==> config.mk <==
export PLATFORM = sky130hd
export DESIGN_NAME = xmodem_block_receiver_top
export DESIGN_NICKNAME = d
export VERILOG_FILES = /design/src/hw/rtl/xmbr_pkg.sv /design/src/hw/rtl/xmbr_proto.sv /design/src/hw/rtl/xmodem_block_receiver_top.sv
export SDC_FILE = /design/constraint.sdc
export NUM_CORES = 1
export LEC_CHECK = 0
export BUFFER_PORTS_ARGS = -buffer_cell sky130_fd_sc_hd__buf_4
export CORE_ASPECT_RATIO = 0.9
export CORE_UTILIZATION = 59
export CTS_CLUSTER_SIZE = 40
export DETAILED_ROUTE_END_ITERATION = 8
export PLACE_DENSITY_LB_ADDON = 0.12
export RECOVER_POWER = 100
export SETUP_SLACK_MARGIN = 0.4
export SYNTH_ARGS = -nofsm -noshare
export SYNTH_HDL_FRONTEND = slang
export SYNTH_SLANG_ARGS = --single-unit
export TNS_END_PERCENT = 100
==> constraint.sdc <==
create_clock -name clk -period 2.7 [get_ports clk]
set_input_delay 0.54 -clock clk [delete_from_list [all_inputs] [get_ports clk]]
set_output_delay 0.54 -clock clk [all_outputs]
set_load 0.005 [all_outputs]
==> src/hw/rtl/xmbr_pkg.sv <==
// Shared types and constants for the XMODEM block receiver.
// Holds the control-byte codes, mode/state/event encodings and the result struct.
// No dependencies; every RTL file of the block imports this package.
`default_nettype none

package xmbr_pkg;

	// protocol control bytes
	localparam logic [7:0] SOH_BYTE = 8'h01;
	localparam logic [7:0] EOT_BYTE = 8'h04;
	localparam logic [7:0] ACK_BYTE = 8'h06;
	localparam logic [7:0] NAK_BYTE = 8'h15;
	localparam logic [7:0] CAN_BYTE = 8'h18;

	// frame layout: SOH, number, complement, 128 payload bytes, checksum
	localparam logic [7:0] POS_PAYLOAD_FIRST = 8'd3;
	localparam logic [7:0] POS_CHECKSUM      = 8'd131;
	localparam logic [7:0] POS_SATURATE      = 8'd255;
	localparam logic [8:0] HDR_PAIR_SUM      = 9'h0ff;
	localparam logic [7:0] BLOCK_RESYNC      = 8'd1;

	// configuration register indexes and reset values
	localparam int unsigned CFG_IDX_W = 2;
	localparam logic [CFG_IDX_W-1:0] CFG_TIMEOUT = 2'd0;
	localparam logic [CFG_IDX_W-1:0] CFG_RETRIES = 2'd1;
	localparam logic [15:0] TIMEOUT_RESET = 16'd3000;
	localparam logic [3:0]  RETRIES_RESET = 4'd3;

	typedef enum logic [1:0] {
		MODE_BYTE  = 2'd0,
		MODE_TICK  = 2'd1,
		MODE_START = 2'd2,
		MODE_STOP  = 2'd3
	} mode_t;

	typedef enum logic [1:0] {
		ST_IDLE       = 2'd0,
		ST_WAIT_START = 2'd1,
		ST_WAIT_DATA  = 2'd2
	} sess_t;

	typedef enum logic [1:0] {
		EV_NONE   = 2'd0,
		EV_ACCEPT = 2'd1,
		EV_END    = 2'd2,
		EV_REJECT = 2'd3
	} ev_t;

	typedef struct packed {
		logic [15:0] timeout_ticks;
		logic [3:0]  max_retries;
	} cfg_t;

	typedef struct packed {
		logic       send_valid;
		logic [7:0] send_byte;
		logic       payload_valid;
		logic [7:0] payload_byte;
		logic [6:0] payload_index;
		ev_t        event_res;
		logic [7:0] block_number;
	} result_t;

endpackage

`default_nettype wire

==> src/hw/rtl/xmbr_proto.sv <==
// Protocol engine of the XMODEM block receiver: session state, frame assembly,
// checksum, timeout and the reply/payload decision for one item per step.
// Depends on xmbr_pkg.
`default_nettype none

module xmbr_proto (
	input  wire               clk,
	input  wire               arst_n,
	input  wire               step,
	input  xmbr_pkg::mode_t   mode,
	input  wire [7:0]         frame_byte,
	input  wire               frame_last,
	input  xmbr_pkg::cfg_t    cfg,
	output logic              res_valid,
	output xmbr_pkg::result_t res
);
	import xmbr_pkg::*;

	sess_t       st_q, st_d;
	logic [7:0]  exp_q, exp_d;
	logic [3:0]  retry_q, retry_d;
	logic [15:0] ticks_q, ticks_d;
	logic [7:0]  pos_q, pos_d;
	logic [7:0]  sum_q, sum_d;
	logic [7:0]  first_q, first_d;
	logic [7:0]  hdr_q, hdr_d;
	logic        hok_q, hok_d;
	logic [7:0]  pay_idx;

	assign pay_idx = pos_q - POS_PAYLOAD_FIRST;

	// state registers
	always_ff @(posedge clk or negedge arst_n) begin
		if (!arst_n) begin
			st_q    <= ST_IDLE;
			exp_q   <= '0;
			retry_q <= '0;
			ticks_q <= '0;
			pos_q   <= '0;
			sum_q   <= '0;
			first_q <= '0;
			hdr_q   <= '0;
			hok_q   <= 1'b0;
		end else if (step) begin
			st_q    <= st_d;
			exp_q   <= exp_d;
			retry_q <= retry_d;
			ticks_q <= ticks_d;
			pos_q   <= pos_d;
			sum_q   <= sum_d;
			first_q <= first_d;
			hdr_q   <= hdr_d;
			hok_q   <= hok_d;
		end
	end

	// next state and result for the current item
	always_comb begin
		st_d      = st_q;
		exp_d     = exp_q;
		retry_d   = retry_q;
		ticks_d   = ticks_q;
		pos_d     = pos_q;
		sum_d     = sum_q;
		first_d   = first_q;
		hdr_d     = hdr_q;
		hok_d     = hok_q;
		res_valid = 1'b0;
		res       = '0;
		unique case (mode)
			MODE_BYTE: begin
				if (st_q == ST_IDLE) begin
					pos_d   = '0;
					sum_d   = '0;
					first_d = '0;
					hdr_d   = '0;
					hok_d   = 1'b0;
				end else if (frame_last) begin
					ticks_d   = '0;
					res_valid = 1'b1;
					res.send_valid = 1'b1;
					if (pos_q == '0 && frame_byte == EOT_BYTE) begin
						// end of transmission
						st_d          = ST_IDLE;
						res.send_byte = ACK_BYTE;
						res.event_res = EV_END;
					end else if (pos_q != POS_CHECKSUM || !hok_q || sum_q != frame_byte) begin
						res.send_byte = NAK_BYTE;
						res.event_res = EV_REJECT;
					end else if (hdr_q == exp_q
							|| (hdr_q == BLOCK_RESYNC && exp_q != BLOCK_RESYNC)) begin
						// expected block, or block one resyncs the sequence
						if (hdr_q == BLOCK_RESYNC && exp_q != BLOCK_RESYNC) begin
							st_d = ST_WAIT_DATA;
						end
						exp_d            = hdr_q + 8'd1;
						res.send_byte    = ACK_BYTE;
						res.event_res    = EV_ACCEPT;
						res.block_number = hdr_q;
					end else begin
						st_d          = ST_IDLE;
						res.send_byte = CAN_BYTE;
						res.event_res = EV_END;
					end
					pos_d   = '0;
					sum_d   = '0;
					first_d = '0;
					hdr_d   = '0;
					hok_d   = 1'b0;
				end else begin
					ticks_d = '0;
					// header capture
					if (pos_q == 8'd0) begin
						first_d = frame_byte;
					end else if (pos_q == 8'd1) begin
						hdr_d = frame_byte;
					end else if (pos_q == 8'd2) begin
						hok_d = (first_q == SOH_BYTE)
							&& ({1'b0, hdr_q} + {1'b0, frame_byte} == HDR_PAIR_SUM);
					end
					if (pos_q < POS_CHECKSUM) begin
						sum_d = sum_q + frame_byte;
					end
					// tentative payload byte
					if (pos_q >= POS_PAYLOAD_FIRST && pos_q < POS_CHECKSUM) begin
						res_valid         = 1'b1;
						res.payload_valid = 1'b1;
						res.payload_byte  = frame_byte;
						res.payload_index = pay_idx[6:0];
					end
					if (pos_q != POS_SATURATE) begin
						pos_d = pos_q + 8'd1;
					end
				end
			end
			MODE_TICK: begin
				if (st_q != ST_IDLE) begin
					if (ticks_q < cfg.timeout_ticks) begin
						ticks_d = ticks_q + 16'd1;
					end else begin
						ticks_d   = '0;
						res_valid = 1'b1;
						if (st_q == ST_WAIT_START && retry_q < cfg.max_retries) begin
							retry_d        = retry_q + 4'd1;
							res.send_valid = 1'b1;
							res.send_byte  = NAK_BYTE;
						end else begin
							retry_d       = '0;
							st_d          = ST_IDLE;
							pos_d         = '0;
							sum_d         = '0;
							first_d       = '0;
							hdr_d         = '0;
							hok_d         = 1'b0;
							res.event_res = EV_END;
						end
					end
				end
			end
			MODE_START: begin
				st_d           = ST_WAIT_START;
				ticks_d        = '0;
				pos_d          = '0;
				sum_d          = '0;
				first_d        = '0;
				hdr_d          = '0;
				hok_d          = 1'b0;
				res_valid      = 1'b1;
				res.send_valid = 1'b1;
				res.send_byte  = NAK_BYTE;
			end
			MODE_STOP: begin
				st_d           = ST_IDLE;
				pos_d          = '0;
				sum_d          = '0;
				first_d        = '0;
				hdr_d          = '0;
				hok_d          = 1'b0;
				res_valid      = 1'b1;
				res.send_valid = 1'b1;
				res.send_byte  = CAN_BYTE;
			end
			default: begin
				res_valid = 1'b0;
			end
		endcase
	end

	// frame assembly is always empty outside a session
	a_idle_no_frame: assert property (@(posedge clk) disable iff (!arst_n)
		st_q == ST_IDLE |-> pos_q == '0 && !hok_q)
		else $error("frame assembly not cleared while idle");

	// header check is only ever set once the header bytes are in
	a_hok_pos: assert property (@(posedge clk) disable iff (!arst_n)
		hok_q |-> pos_q >= POS_PAYLOAD_FIRST)
		else $error("header flag set before header complete");

	// payload results carry no reply and no event
	a_payload_clean: assert property (@(posedge clk) disable iff (!arst_n)
		step && res_valid && res.payload_valid |-> !res.send_valid && res.event_res == EV_NONE)
		else $error("payload result mixed with reply or event");

endmodule

`default_nettype wire

==> src/hw/rtl/xmodem_block_receiver_top.sv <==
// Top level of the XMODEM block receiver: stream ports, input and result registers,
// configuration registers. Depends on xmbr_pkg and xmbr_proto.
//
// Channel | Direction | Handshake          | Contents
// s_*     | in        | s_tvalid/s_tready  | frame byte, mode in tuser, frame end in tlast
// m_*     | out       | m_tvalid/m_tready  | reply byte, payload byte/index, event, block number
// cfg_*   | in        | cfg_valid/cfg_ready| register index and write data
//
// One item per cycle sustained while m_tready is high; each item is held in the input
// register, and its result is loaded into the result register, from which it is taken.
// With the input register empty one new item is taken while a finished result waits; then
// s_tready drops. A stall on m_tready holds the result and the item behind it.
// Asynchronous reset returns to idle with timeout 3000 ticks and 3 retries; no clearing pass.
// cfg_ready is always high.
`default_nettype none

module xmodem_block_receiver_top (
	input  wire                              clk,
	input  wire                              arst_n,
	input  wire                              s_tvalid,
	output logic                             s_tready,
	input  wire  [7:0]                       s_tdata,  // [7:0] frame_byte
	input  wire  [1:0]                       s_tuser,  // [1:0] mode
	input  wire                              s_tlast,  // frame_last
	output logic                             m_tvalid,
	input  wire                              m_tready,
	output logic [31:0]                      m_tdata,  // [7:0] send_byte, [15:8] payload_byte,
	                                                    // [22:16] payload_index,
	                                                    // [30:23] block_number, [31] zero
	output logic [3:0]                       m_tuser,  // [0] send_valid, [1] payload_valid,
	                                                    // [3:2] event_res
	input  wire                              cfg_valid,
	output logic                             cfg_ready,
	input  wire  [xmbr_pkg::CFG_IDX_W-1:0]   cfg_index,
	input  wire  [15:0]                      cfg_data
);
	import xmbr_pkg::*;

	logic       valid_s1;
	mode_t      mode_s1;
	logic [7:0] byte_s1;
	logic       last_s1;
	logic       step;
	logic       core_valid;
	result_t    core_res;
	logic       m_valid_q;
	result_t    res_q;
	cfg_t       cfg_q;

	assign step      = valid_s1 && (!m_valid_q || m_tready);
	assign s_tready  = !valid_s1 || step;
	assign cfg_ready = 1'b1;

	// configuration registers
	always_ff @(posedge clk or negedge arst_n) begin
		if (!arst_n) begin
			cfg_q.timeout_ticks <= TIMEOUT_RESET;
			cfg_q.max_retries   <= RETRIES_RESET;
		end else if (cfg_valid) begin
			unique case (cfg_index)
				CFG_TIMEOUT: cfg_q.timeout_ticks <= cfg_data;
				CFG_RETRIES: cfg_q.max_retries   <= cfg_data[3:0];
				default: begin
					cfg_q <= cfg_q;
				end
			endcase
		end
	end

	// input register
	always_ff @(posedge clk or negedge arst_n) begin
		if (!arst_n) begin
			valid_s1 <= 1'b0;
		end else if (s_tready) begin
			valid_s1 <= s_tvalid;
		end
	end

	always_ff @(posedge clk) begin
		if (s_tvalid && s_tready) begin
			mode_s1 <= mode_t'(s_tuser);
			byte_s1 <= s_tdata;
			last_s1 <= s_tlast;
		end
	end

	xmbr_proto u_proto (
		.clk        (clk),
		.arst_n     (arst_n),
		.step       (step),
		.mode       (mode_s1),
		.frame_byte (byte_s1),
		.frame_last (last_s1),
		.cfg        (cfg_q),
		.res_valid  (core_valid),
		.res        (core_res)
	);

	// result register
	always_ff @(posedge clk or negedge arst_n) begin
		if (!arst_n) begin
			m_valid_q <= 1'b0;
		end else if (step) begin
			m_valid_q <= core_valid;
		end else if (m_tready) begin
			m_valid_q <= 1'b0;
		end
	end

	always_ff @(posedge clk) begin
		if (step) begin
			res_q <= core_res;
		end
	end

	assign m_tvalid = m_valid_q;
	assign m_tdata  = {1'b0, res_q.block_number, res_q.payload_index,
		res_q.payload_byte, res_q.send_byte};
	assign m_tuser  = {res_q.event_res, res_q.payload_valid, res_q.send_valid};

	// an item waiting behind a stalled result is not dropped
	a_hold_item: assert property (@(posedge clk) disable iff (!arst_n)
		valid_s1 && m_valid_q && !m_tready |=> valid_s1)
		else $error("queued item lost during output stall");

	// the engine only advances when the result slot is free
	a_step_slot: assert property (@(posedge clk) disable iff (!arst_n)
		step |-> !m_valid_q || m_tready)
		else $error("step while result register occupied");

	// a stalled output transaction keeps its contents
	a_out_stable: assert property (@(posedge clk) disable iff (!arst_n)
		m_tvalid && !m_tready |=> m_tvalid && $stable(m_tdata) && $stable(m_tuser))
		else $error("output changed while stalled");

endmodule

`default_nettype wire
==> reports/results.ini, run 1 <==
[setup_path]
rr_worst_depth = 8
critPathMaxStageDelay_ns = 0.52
cp_slowest_cell = dfstp_2
required_ns = 3.00
critPathLaunchType = flop
reg2reg_from = cfg_q[13]
end_kind = flop
r2r_setup_slack_ns = 0.14
path_cells = inv_2 > ha_4 > and4_1 > nand2_4 > o311a_1 > a31o_4 > a211o_1 > a22o_1
worstPathArrival_ns = 2.86
setup.worst_path.class = reg -> reg
r2r_end = u_proto.hdr_q[5]
crit_fanout = 8

[placement]
dp_cells = 880
port_buffers = 67
gp_congestion = 0.911
dp_hpwl_um = 11700

[clock_network]
cts_buffer_depth = 2
cts_tree = built
cts_htree_levels = 4
clock_latency_ns = 0.43
cts_sinks = 128
cts_root_buffer = clkbuf_16
numCtsBuffers = 17
cts_hold_buf = 0
clk_pin_slew_ns = 0.06

[yosys]
synth_mux_area_share_pct = 1.43
synth_flop_cell = dfrtp_1
yosys.area_share.simple_pct = 16.9
syn_avg_cell_area_um2 = 10.7
ys_seq_elements = 128
synth_top_family_by_area = simple AND/OR/NAND/NOR gates
synth_top_area_share_pct = 27.2
synth_fa_ha_area_share_pct = 7.90
yosysUniqueCellTypes = 74
synth_compound_area_share_pct = 14.7
synth_top_area_cell = dfrtp_1
synthCells = 655
async_reset_ff_share_pct = 66.4
synth_edf_count = 43
yosysWarnings = 0
yosysSeqAreaShare_pct = 49.0
yosys-top-cells-area = dfrtp_1 27%, edfxtp_1 18%, ha_1 7.3%
synth-xor-area-share_pct = 5.38
synth_area_um2 = 7000

[finish]
area_growth_pct = 27.8
fin_nets = 855
instances_no_fill = 947
utilization_pct = 77.9
drive_above_1_share_pct = 29.1
diodes = 0

[die]
die_area_um2 = 12300
pin_count = 73
die_x_um = 117
core_um2 = 11500
core.rowCount = 37
dieHeight_um = 105
initial_utilization_pct = 60.9

[worst_hold_path]
hp-start = s_tvalid
worstHoldPathCells = 2
hold_path_end = valid_s1
hp-class = in -> reg

[route]
drc = 0
route.vias.total = 5733
first_iter_violations = 445
viasPerCell = 6.05
routed_wl_um = 18300
postRouteAntennaNets = 0
drtPass1Iterations = 7
wl_per_cell_um = 19.3

[sta]
finalSetupViolations = 0
tightest_slew_ns = 1.31
skew_ns = 0.0101
maxSlewHeadroom_pct = 12.7
slew_violations = 0
fmax_mhz = 390
setup_tns_ns = 0
rsz0062_at_grt = yes
period_share_pct = 94.9
hold_viol_final = 0
fin_crit_ns = 2.56

[pwr]
p_leak_nw = 3.96
p_per_area_nw_per_um2 = 662
peakVddDrop_mv = 0.503

[job]
maxCapViolCount = 0

[global_routing]
grt_start_max_net_pins = 38
grt_pass1_vias = 5472
grt_use_total_pct = 29.9
overflow = 0
antenna_found_initial = 0
grt_first_pass_wirelength_um = 27900

[run_status]
status = finished clean

## critical path: cells and delay by family (launching register included)
| family | cells | cell delay [ns] |
|---|---|---|
| buffers and inverters | 1 | 0.05 |
| flip-flops | 1 | 0.52 |
| AND/OR/NAND/NOR | 2 | 0.30 |
| adder cells (fa/ha/maj) | 1 | 0.26 |
| AO/OA/AOI/OAI | 4 | 1.31 |
## logic make-up (layout without fill, tap and decap cells)
group / count (synthesis) / count (layout)
adders and majority gates: 43 / 43
AOI/OAI and AO/OA: 143 / 143
buffers and inverters: 68 / 199
xor gates and xnor gates: 43 / 43
muxes: 9 / 9
other: 2 / 5
and+or+nand+nor: 219 / 221
DFF: 128 / 128
## worst max path at each step
stage	start	end	cells after the start
after detailed placement	cfg_q[9]	u_proto.sum_q[5]	8
after global placement	u_proto.sum_q[2]	u_proto.st_q[1]	7
after global routing	cfg_q[13]	u_proto.retry_q[2]	10
after floorplan	cfg_q[11]	u_proto.hdr_q[1]	8
final	cfg_q[13]	u_proto.hdr_q[5]	8
after CTS	cfg_q[11]	u_proto.st_q[1]	8
## flip-flops by register name, summed over array words and instances, names as in the netlist, 8 cells and up
name and flops:
m_tdata 28, cfg_q 20, u_proto.ticks_q 16, byte_s1 8, u_proto.exp_q 8, u_proto.first_q 8
u_proto.hdr_q 8, u_proto.pos_q 8, u_proto.sum_q 8
## power by group
group	internal (W)	switching [W]	total [W]
clock	0.00140	0.000797	0.00219
sequential	0.00225	0.000179	0.00243
combinational	0.000571	0.000721	0.00129
## through the flow
stage	instance area (um^2)	hold slack [ns]	setup WS [ns]	power (W)
floorplan	7130	0.244	0.345	0.00306
global placement	7880	0.465	0.172	0.00344
detailed placement	7880	0.465	0.142	0.00348
CTS	8670	0.0186	0.258	0.00576
global route	8940	0.301	0.0590	0.00615
finish	8940	0.313	0.138	0.00592
## repair_timing
item                       CTS  global route
cloned                       2             1
pin swaps                   26            39
buffers inserted            11            21
gates resized for setup     23            68
setup endpoints to repair   69            74
## metal layers
layer | wire, um | track usage [%] | up-vias
li1 | - | - | 2644
met1 | 8060 | 42.1 | 2812
met2 | 8730 | 45.4 | 249
met3 | 1170 | 6.84 | 28
met4 | 298 | 10.5 | 0
met5 | 0 | 0 | -
## synthesized netlist by cell type (all sizes together) (2+ instances only)
library cell  instances
nand3                19
nand2b                7
o311a                 2
inv                  40
a21o                  5
nor4b                 3
nand4                 9
a31oi                 8
o2bb2ai               2
o211ai                2
dfrtp                76
a21boi                3
o22ai                 3
buf                  14
nor2                 44
a21oi                17
a22o                 24
conb                  2
or3                   6
dfstp                 9
fa                    2
o21a                  3
a211oi                5
and3                 16
and2                  8
mux2                  8
nor3b                 2
a311oi                2
o21ai                44
o21bai                3
nand3b                2
and4                  4
nand2                59
edfxtp               43
xor2                 25
o31ai                 8
or2                   3
or4                   5
xnor2                18
a211o                 4
ha                   41
clkbuf               14
nor3                  9
nor4                 18
## cell type report
cell class,instances,area (um^2)
fill,768,2540
inverter,40,150
clock buffer,25,475
clock inverter,7,85.1
sequential,128,3430
multi-input combinational,464,3680
timing repair buffer,127,925
tap,156,195
## placed cells by master, fill, tap and decap left out, types with 4 or more instances in the layout
| master | n |
|---|---|
| a211o_1 | 4 |
| a21o_1 | 5 |
| a21oi_1 | 16 |
| a22o_1 | 24 |
| a31oi_1 | 6 |
| and2_0 | 5 |
| and3_1 | 16 |
| and4_1 | 4 |
| buf_4 | 61 |
| buf_6 | 6 |
| clkbuf_1 | 21 |
| clkbuf_16 | 17 |
| clkbuf_4 | 41 |
| clkinv_2 | 5 |
| conb_1 | 5 |
| dfrtp_1 | 73 |
| dfstp_2 | 9 |
| edfxtp_1 | 43 |
| ha_1 | 30 |
| ha_4 | 11 |
| inv_1 | 36 |
| inv_2 | 4 |
| mux2_2 | 6 |
| nand2_1 | 55 |
| nand2b_1 | 7 |
| nand3_1 | 16 |
| nand4_1 | 9 |
| nor2_1 | 40 |
| nor3_1 | 5 |
| nor4_1 | 13 |
| o21ai_0 | 31 |
| o21ai_2 | 11 |
| o31ai_1 | 6 |
| or3_1 | 4 |
| or4_4 | 4 |
| xnor2_1 | 18 |
| xor2_1 | 25 |
Power figures use the tool's default switching activity.
==> inputs of run 2 (changes only) <==
--- a/config.mk
+++ b/config.mk
@@ -5,14 +5,14 @@
 export SDC_FILE = /design/constraint.sdc
 export NUM_CORES = 1
 export LEC_CHECK = 0
+export ABC_AREA = 1
 export BUFFER_PORTS_ARGS = -buffer_cell sky130_fd_sc_hd__buf_4
 export CORE_ASPECT_RATIO = 0.9
-export CORE_UTILIZATION = 59
+export CORE_UTILIZATION = 60
 export CTS_CLUSTER_SIZE = 40
 export DETAILED_ROUTE_END_ITERATION = 8
 export PLACE_DENSITY_LB_ADDON = 0.12
 export RECOVER_POWER = 100
-export SETUP_SLACK_MARGIN = 0.4
 export SYNTH_ARGS = -nofsm -noshare
 export SYNTH_HDL_FRONTEND = slang
 export SYNTH_SLANG_ARGS = --single-unit
==> run 2 against run 1 <==
The flow now finishes with violations (max-capacitance violations, max-slew violations). Worst setup slack improved by 0.15 ns. Sequential share of layout area increased by 2.9 points. Register-to-register slack improved by 0.15 ns. Wire length decreased by 8.6%. Flip-flop and latch count unchanged. Highest routed layer unchanged.
==> reports/results.ini, run 2 <==
[placement]
gp_congestion = 0.884  ; -2.9%
dp_hpwl_um = 12100  ; +3.3%
port_buffers = 67  ; unchanged

[worst_hold_path]
hp-class = in -> reg
hold_path_end = byte_s1[1]
worstHoldPathCells = 1  ; -1
hp-start = s_tdata[1]

[route]
route.vias.total = 5789  ; +0.98%
first_iter_violations = 333  ; -25%
drtPass1Iterations = 5  ; -2
wl_per_cell_um = 15.8  ; -18%
routed_wl_um = 16700  ; -8.6%
postRouteAntennaNets = 0  ; unchanged
viasPerCell = 5.49  ; -9.4%
drc = 0  ; unchanged

[die]
dieHeight_um = 106  ; +0.45%
initial_utilization_pct = 62.3  ; +1.4 points
core.rowCount = 37  ; unchanged
die_x_um = 117  ; +0.45%
core_um2 = 11500  ; +0.40%
pin_count = 73  ; unchanged
die_area_um2 = 12400  ; +0.90%

[clock_network]
cts_htree_levels = 4  ; unchanged
cts_hold_buf = 0  ; unchanged
post_cts_buffers = 0  ; -11
numCtsBuffers = 17  ; unchanged
cts_buffer_depth = 2  ; unchanged
cts_tree = built
clk_pin_slew_ns = 0.06  ; about the same
cts_sinks = 128  ; unchanged
ctsResizeCount = 0  ; -100%
clock_latency_ns = 0.42  ; about the same
cts_root_buffer = clkbuf_16

[yosys]
yosysSeqAreaShare_pct = 47.8  ; -1.3 points
yosys-top-cells-area = dfrtp_1 26%, edfxtp_1 18%, nand2_1 8.9%
ys_top_cells_by_count = 171 x nand2_1, 97 x inv_1, 81 x nor2_1
ys_seq_elements = 128  ; unchanged
async_reset_ff_share_pct = 66.4  ; unchanged
synth_area_um2 = 7180  ; +2.6%
synthCells = 815  ; +24%
synth_top_area_share_pct = 26.5  ; -0.70 points
synth_flop_cell = dfrtp_1
yosysMostFrequentCell = nand2_1
synth_edf_count = 43  ; unchanged
syn_avg_cell_area_um2 = 8.81  ; -18%
yosysUniqueCellTypes = 45  ; -39%
synth_top_area_cell = dfrtp_1
yosysWarnings = 0  ; unchanged

[pwr]
power.total_w = 0.00594  ; +0.40%
p_per_area_nw_per_um2 = 716  ; +8.2%
peakVddDrop_mv = 0.470  ; -6.5%
p_leak_nw = 3.85  ; -2.8%

[setup_path]
worstPathArrival_ns = 2.74  ; -0.12 ns
critPathBufInv = 2  ; +1
end_kind = flop
crit_fanout = 24  ; +16
required_ns = 3.02  ; +0.02 ns
worst_path_most_repeated_cell = inv_2
critPathMaxStageDelay_ns = 0.50  ; -0.02 ns
r2r_end = u_proto.hdr_q[7]
crit_family = simple AND/OR/NAND/NOR gates
r2r_setup_slack_ns = 0.28  ; +0.15 ns
reg2reg_from = mode_s1[1]
critPathLaunchType = flop
setup.worst_path.class = reg -> reg
rr_worst_depth = 9  ; +1
cp_slowest_cell = edfxtp_1
path_cells = nor2_2 > inv_2 > nor2_4 > nand2_4 > inv_2 > o31ai_2 > nand4_4 > nand2_1 > o21ai_0

[finish]
fin_nets = 963  ; +13%
area_growth_pct = 15.6
largest_reg_flops = 28  ; unchanged
diodes = 0  ; unchanged
final_cell_mix = 173 x nand2_1, 98 x inv_1, 83 x nor2_1
final_common_cell = nand2_1
drive_above_1_share_pct = 16.5  ; -13 points
fillerInstances = 868  ; +13%
regArea_um2 = 3430  ; -0.11%
multi_input_area_um2 = 3160  ; -14%

[sta]
skew_ns = 0.00699  ; -0.00309 ns
tightest_slew_ns = 2.26  ; +0.950 ns
hold_viol_final = 0  ; unchanged
rsz0062_at_grt = no
period_share_pct = 89.5  ; -5.4 points
slew_violations = 41  ; +41
setup_tns_ns = 0  ; unchanged
maxSlewHeadroom_pct = -50.7  ; -63 points
fmax_mhz = 414  ; +6.1%
finalSetupViolations = 0  ; unchanged
fin_crit_ns = 2.42  ; -0.146 ns

[global_routing]
grt_use_met1_pct = 38.7  ; -3.4 points
grt_use_met3_pct = 6.66  ; -0.19 points
overflow = 0  ; unchanged
grt_first_pass_wirelength_um = 28100  ; +0.81%
grt_use_total_pct = 29.2  ; -0.76 points
grt_busiest_layer = met2
antenna_found_initial = 0  ; unchanged
grt_start_max_net_pins = 46  ; +21%
grtUsageMet2_pct = 47.0  ; +1.6 points
grt_pass1_vias = 5790  ; +5.8%

[run_status]
violations = max-capacitance violations, max-slew violations
status = finished, violations left

[job]
maxCapViolCount = 1  ; +1

run 2: how the worst max path moves through the flow:
stage,depth (start not counted),to,slack [ns],from
after floorplan,9,u_proto.ticks_q[12],0.1,m_tready
after global placement,9,u_proto.exp_q[2],0.40,byte_s1[4]
after detailed placement,9,u_proto.exp_q[4],0.35,byte_s1[4]
after CTS,9,u_proto.exp_q[5],0.32,byte_s1[4]
after global routing,9,u_proto.hdr_q[7],0.13,mode_s1[1]
final,9,u_proto.hdr_q[7],0.28,mode_s1[1]
run 2: layout make-up:
type | instances | area share, %
inverter | 106 | 4.82
multi-input combinational | 563 | 38.0
timing repair buffer | 70 | 6.25
clock inverter | 12 | 2.00
sequential | 128 | 41.3
clock buffer | 20 | 5.26
tap | 156 | 2.35
run 2: power by group:
part	switching, W	total, W	internal [W]
logic	0.000737	0.00114	0.000400
clock network	0.000820	0.00235	0.00153
registers	0.000172	0.00246	0.00228
run 2: through the flow:
stage | setup WS [ns] | instances | hold slack, ns | instance area (um^2) | utilization [%]
finish | 0.284 | 1055 | 0.316 | 8300 | 72.0
global route | 0.130 | 1055 | 0.299 | 8300 | 72.0
CTS | 0.321 | 1055 | 0.116 | 8390 | 72.8
detailed placement | 0.354 | 1023 | 0.478 | 7790 | 67.6
global placement | 0.400 | 1023 | 0.465 | 7790 | 67.6
floorplan | 0.0952 | 818 | 0.244 | 7190 | -
run 2: logic make-up (layout without fill, tap and decap cells):
| kind of cell | after synthesis | after routing | synth area share (%) |
|---|---|---|---|
| fa+ha+maj | 43 | 43 | 7.70 |
| buf+inv | 127 | 208 | 7.58 |
| simple gates | 369 | 369 | 23.5 |
| flops | 128 | 128 | 47.8 |
| xor+xnor | 30 | 30 | 3.66 |
| other cells | 2 | 5 | 0.105 |
| compound gates | 116 | 116 | 9.67 |
run 2: routing by layer:
metal / part of all wire [%] / wire length (um)
met1: 45 / 7540
met2: 48 / 8020
met3: 5.1 / 853
met4: 1.7 / 281
met5: 0 / 0
==> inputs of run 3 (changes only) <==
--- a/config.mk
+++ b/config.mk
@@ -11,9 +11,11 @@
 export CORE_UTILIZATION = 60
 export CTS_CLUSTER_SIZE = 40
 export DETAILED_ROUTE_END_ITERATION = 8
+export HOLD_SLACK_MARGIN = 0.08
 export PLACE_DENSITY_LB_ADDON = 0.12
 export RECOVER_POWER = 100
 export SYNTH_ARGS = -nofsm -noshare
 export SYNTH_HDL_FRONTEND = slang
+export SYNTH_HIERARCHICAL = 1
 export SYNTH_SLANG_ARGS = --single-unit
 export TNS_END_PERCENT = 100
==> run 3 against run 2 <==
The flow still finishes with violations (max-capacitance violations, max-slew violations). Synthesized cell count up 8.1%. Combinational power down 32%. Synthesized area up 4.4%. Worst setup slack worse by 0.10 ns. Final area up 4.6%. Flip-flop and latch count up 3. Clock power about the same. Sequential power down 5%. Highest routed layer unchanged.
==> reports/results.ini, run 3 <==
[run_status]
status = finished, violations left
violations = max-capacitance violations, max-slew violations

[global_routing]
grt_start_max_net_pins = 36  ; -22%
grt_use_total_pct = 30.0  ; +0.80 points
grt_first_pass_wirelength_um = 29500  ; +4.9%
grt_pass1_vias = 6037  ; +4.3%
overflow = 0  ; unchanged
antenna_found_initial = 0  ; unchanged

[finish]
instances_no_fill = 1129  ; +7.0%
final_common_cell = nand2_1
fin_nets = 1033  ; +7.3%
final_cell_mix = 226 x nand2_1, 95 x inv_1, 87 x nor2_1
largest_reg_flops = 31  ; +11%
utilization_pct = 71.6  ; -0.41 points
area_growth_pct = 15.8
diodes = 0  ; unchanged
drive_above_1_share_pct = 15.2  ; -1.3 points

[yosys]
synth_top_area_share_pct = 25.4  ; -1.1 points
async_reset_ff_share_pct = 64.9  ; -1.5 points
synthCells = 881  ; +8.1%
syn_avg_cell_area_um2 = 8.51  ; -3.4%
synth_flop_cell = dfrtp_1
yosysUniqueCellTypes = 50  ; +11%
synth_area_um2 = 7500  ; +4.4%
synth_top_area_cell = dfrtp_1
synth_edf_count = 46  ; +7.0%
yosys-top-cells-area = dfrtp_1 25%, edfxtp_1 18%, nand2_1 11%
yosysMostFrequentCell = nand2_1
yosysSeqAreaShare_pct = 47.0  ; -0.81 points
yosysWarnings = 6  ; +6
ys_seq_elements = 131  ; +2.3%
ys_top_cells_by_count = 225 x nand2_1, 94 x inv_1, 86 x nor2_1

[route]
viasPerCell = 5.59  ; +1.9%
wl_per_cell_um = 16.1  ; +2.0%
route.vias.total = 6315  ; +9.1%
routed_wl_um = 18200  ; +9.1%
postRouteAntennaNets = 0  ; unchanged
drtPass1Iterations = 6  ; +1
first_iter_violations = 591  ; +77%
drc = 0  ; unchanged

[setup_path]
cp.depth = 10  ; +1
cp_slowest_cell = inv_1
rr_worst_depth = 10  ; +1
end_kind = flop
path_cells = nor2_4 > inv_1 > nand2_2 > nor2_2 > inv_1 > nor2_1 > nor2_1 > nand4_2 > nand2_1 > nand2_1
critPathBufInv = 2  ; unchanged
cp-startpoint = u_proto/st_q[0]
crit_family = simple AND/OR/NAND/NOR gates
crit_fanout = 24  ; unchanged
setup.worst_path.class = reg -> reg
critPathMaxStageDelay_ns = 0.62  ; +0.12 ns
reg2reg_from = u_proto/st_q[0]
critPathLaunchType = flop
worstPathArrival_ns = 2.83  ; +0.09 ns
required_ns = 3.01  ; about the same

[die]
dieHeight_um = 108  ; +2.1%
core_um2 = 12100  ; +5.2%
die_x_um = 120  ; +2.1%
die_area_um2 = 12900  ; +4.3%
initial_utilization_pct = 61.8  ; -0.47 points
core.rowCount = 38  ; +2.7%
pin_count = 73  ; unchanged

[placement]
port_buffers = 70  ; +4.5%
dp_hpwl_um = 13500  ; +12%
gp_congestion = 0.927  ; +4.9%
dp_cells = 1097  ; +7.2%

[pwr]
power_frac_clock_pct = 42.9  ; +3.3 points
comb_power_share_pct = 14.3  ; -4.8 points
peakVddDrop_mv = 0.462  ; -1.6%
power.total_w = 0.00546  ; -8.1%
p_switching_w = 0.00146  ; -15%
seq_power_share_pct = 42.8  ; +1.5 points
swShare_pct = 26.8  ; -2.3 points
p_int_w = 0.00400  ; -5.1%
p_leak_nw = 4.34  ; +13%
p_per_area_nw_per_um2 = 629  ; -12%

[job]
maxCapViolCount = 1  ; unchanged

[sta]
fmax_mhz = 397  ; -4.0%
skew_ns = 0.00741  ; +0.000421 ns
finalSetupViolations = 0  ; unchanged
fin_crit_ns = 2.52  ; +0.101 ns
maxSlewHeadroom_pct = -35.5  ; +15 points
rsz0062_at_grt = no
hold_viol_final = 0  ; unchanged
setup_tns_ns = 0  ; unchanged
slew_violations = 35  ; -15%
tightest_slew_ns = 2.03  ; -0.228 ns
period_share_pct = 93.2  ; +3.7 points

[clock_network]
clock_latency_ns = 0.43  ; about the same
post_cts_buffers = 0  ; unchanged
cts_hold_buf = 0  ; unchanged
cts_root_buffer = clkbuf_16
ctsResizeCount = 0  ; unchanged
clk_pin_slew_ns = 0.06  ; about the same
cts_htree_levels = 4  ; unchanged
cts_buffer_depth = 2  ; unchanged
cts_tree = built
numCtsBuffers = 17  ; unchanged
cts_sinks = 131  ; +2.3%

[worst_hold_path]
hp-class = in -> reg
hp-start = s_tdata[7]
worstHoldPathCells = 1  ; unchanged

run 3: logic make-up after synthesis:
family | Yosys count | share of synthesized area, %
flops | 131 | 47.0
compound gates | 76 | 6.38
fa+ha+maj | 43 | 7.38
buf+inv | 126 | 7.18
simple gates | 470 | 28.2
xor+xnor | 32 | 3.74
other cells | 3 | 0.150
run 3: per-layer routing:
layer | global-route usage [%] | part of all wire, % | wire, um
met4 | 11.9 | 1.6 | 285
met5 | 0 | 0 | 0
met2 | 48.4 | 47 | 8640
met1 | 39.9 | 45 | 8150
met3 | 6.17 | 6.3 | 1140
run 3: area by class of cell:
class,count,area (um^2)
clock buffers,24,504
clock inverters,8,96.3
fillers,938,3440
inverters,103,388
multi-input cells,626,3410
flip-flops and latches,131,3520
well taps,160,200
repair buffers,77,567
run 3: power groups by stage:
stage          logic [W]  registers, W  clock network (W)
6_report        0.000780       0.00234            0.00234
5_1_grt         0.000868       0.00235            0.00243
4_1_cts         0.000795       0.00234            0.00236
3_5_place_dp    0.000789       0.00237                  0
3_3_place_gp    0.000762       0.00237                  0
2_1_floorplan   0.000489       0.00235                  0
run 3: stage by stage:
step | setup slack (ns) | hold WS (ns) | cell area [um^2]
2_1_floorplan | 0.146 | 0.244 | 7510
3_3_place_gp | 0.381 | 0.453 | 8160
3_5_place_dp | 0.269 | 0.455 | 8160
4_1_cts | 0.256 | 0.0802 | 8760
5_1_grt | 0.0199 | 0.302 | 8680
6_report | 0.183 | 0.314 | 8680
run 3: path summary, 6_finish.rpt:
kind,slack (ns),end
setup / recovery,0.18,u_proto/hdr_q[5]
hold / removal,0.31,byte_s1[7]
setup reg to reg,0.18,u_proto/hdr_q[5]
hold reg to reg,0.46,cfg_q[13]
max in group asynchronous,0.57,u_proto/sum_q[3]
min in group asynchronous,0.69,u_proto/exp_q[3]
run 3: worst register-to-register path, stage by stage (launching register included):
cell and delay [ns]:
dfrtp_1 0.42, nor2_4 0.24, inv_1 0.09, nand2_2 0.12, nor2_2 0.11, inv_1 0.62
nor2_1 0.18, nor2_1 0.17, nand4_2 0.24, nand2_1 0.15, nand2_1 0.06
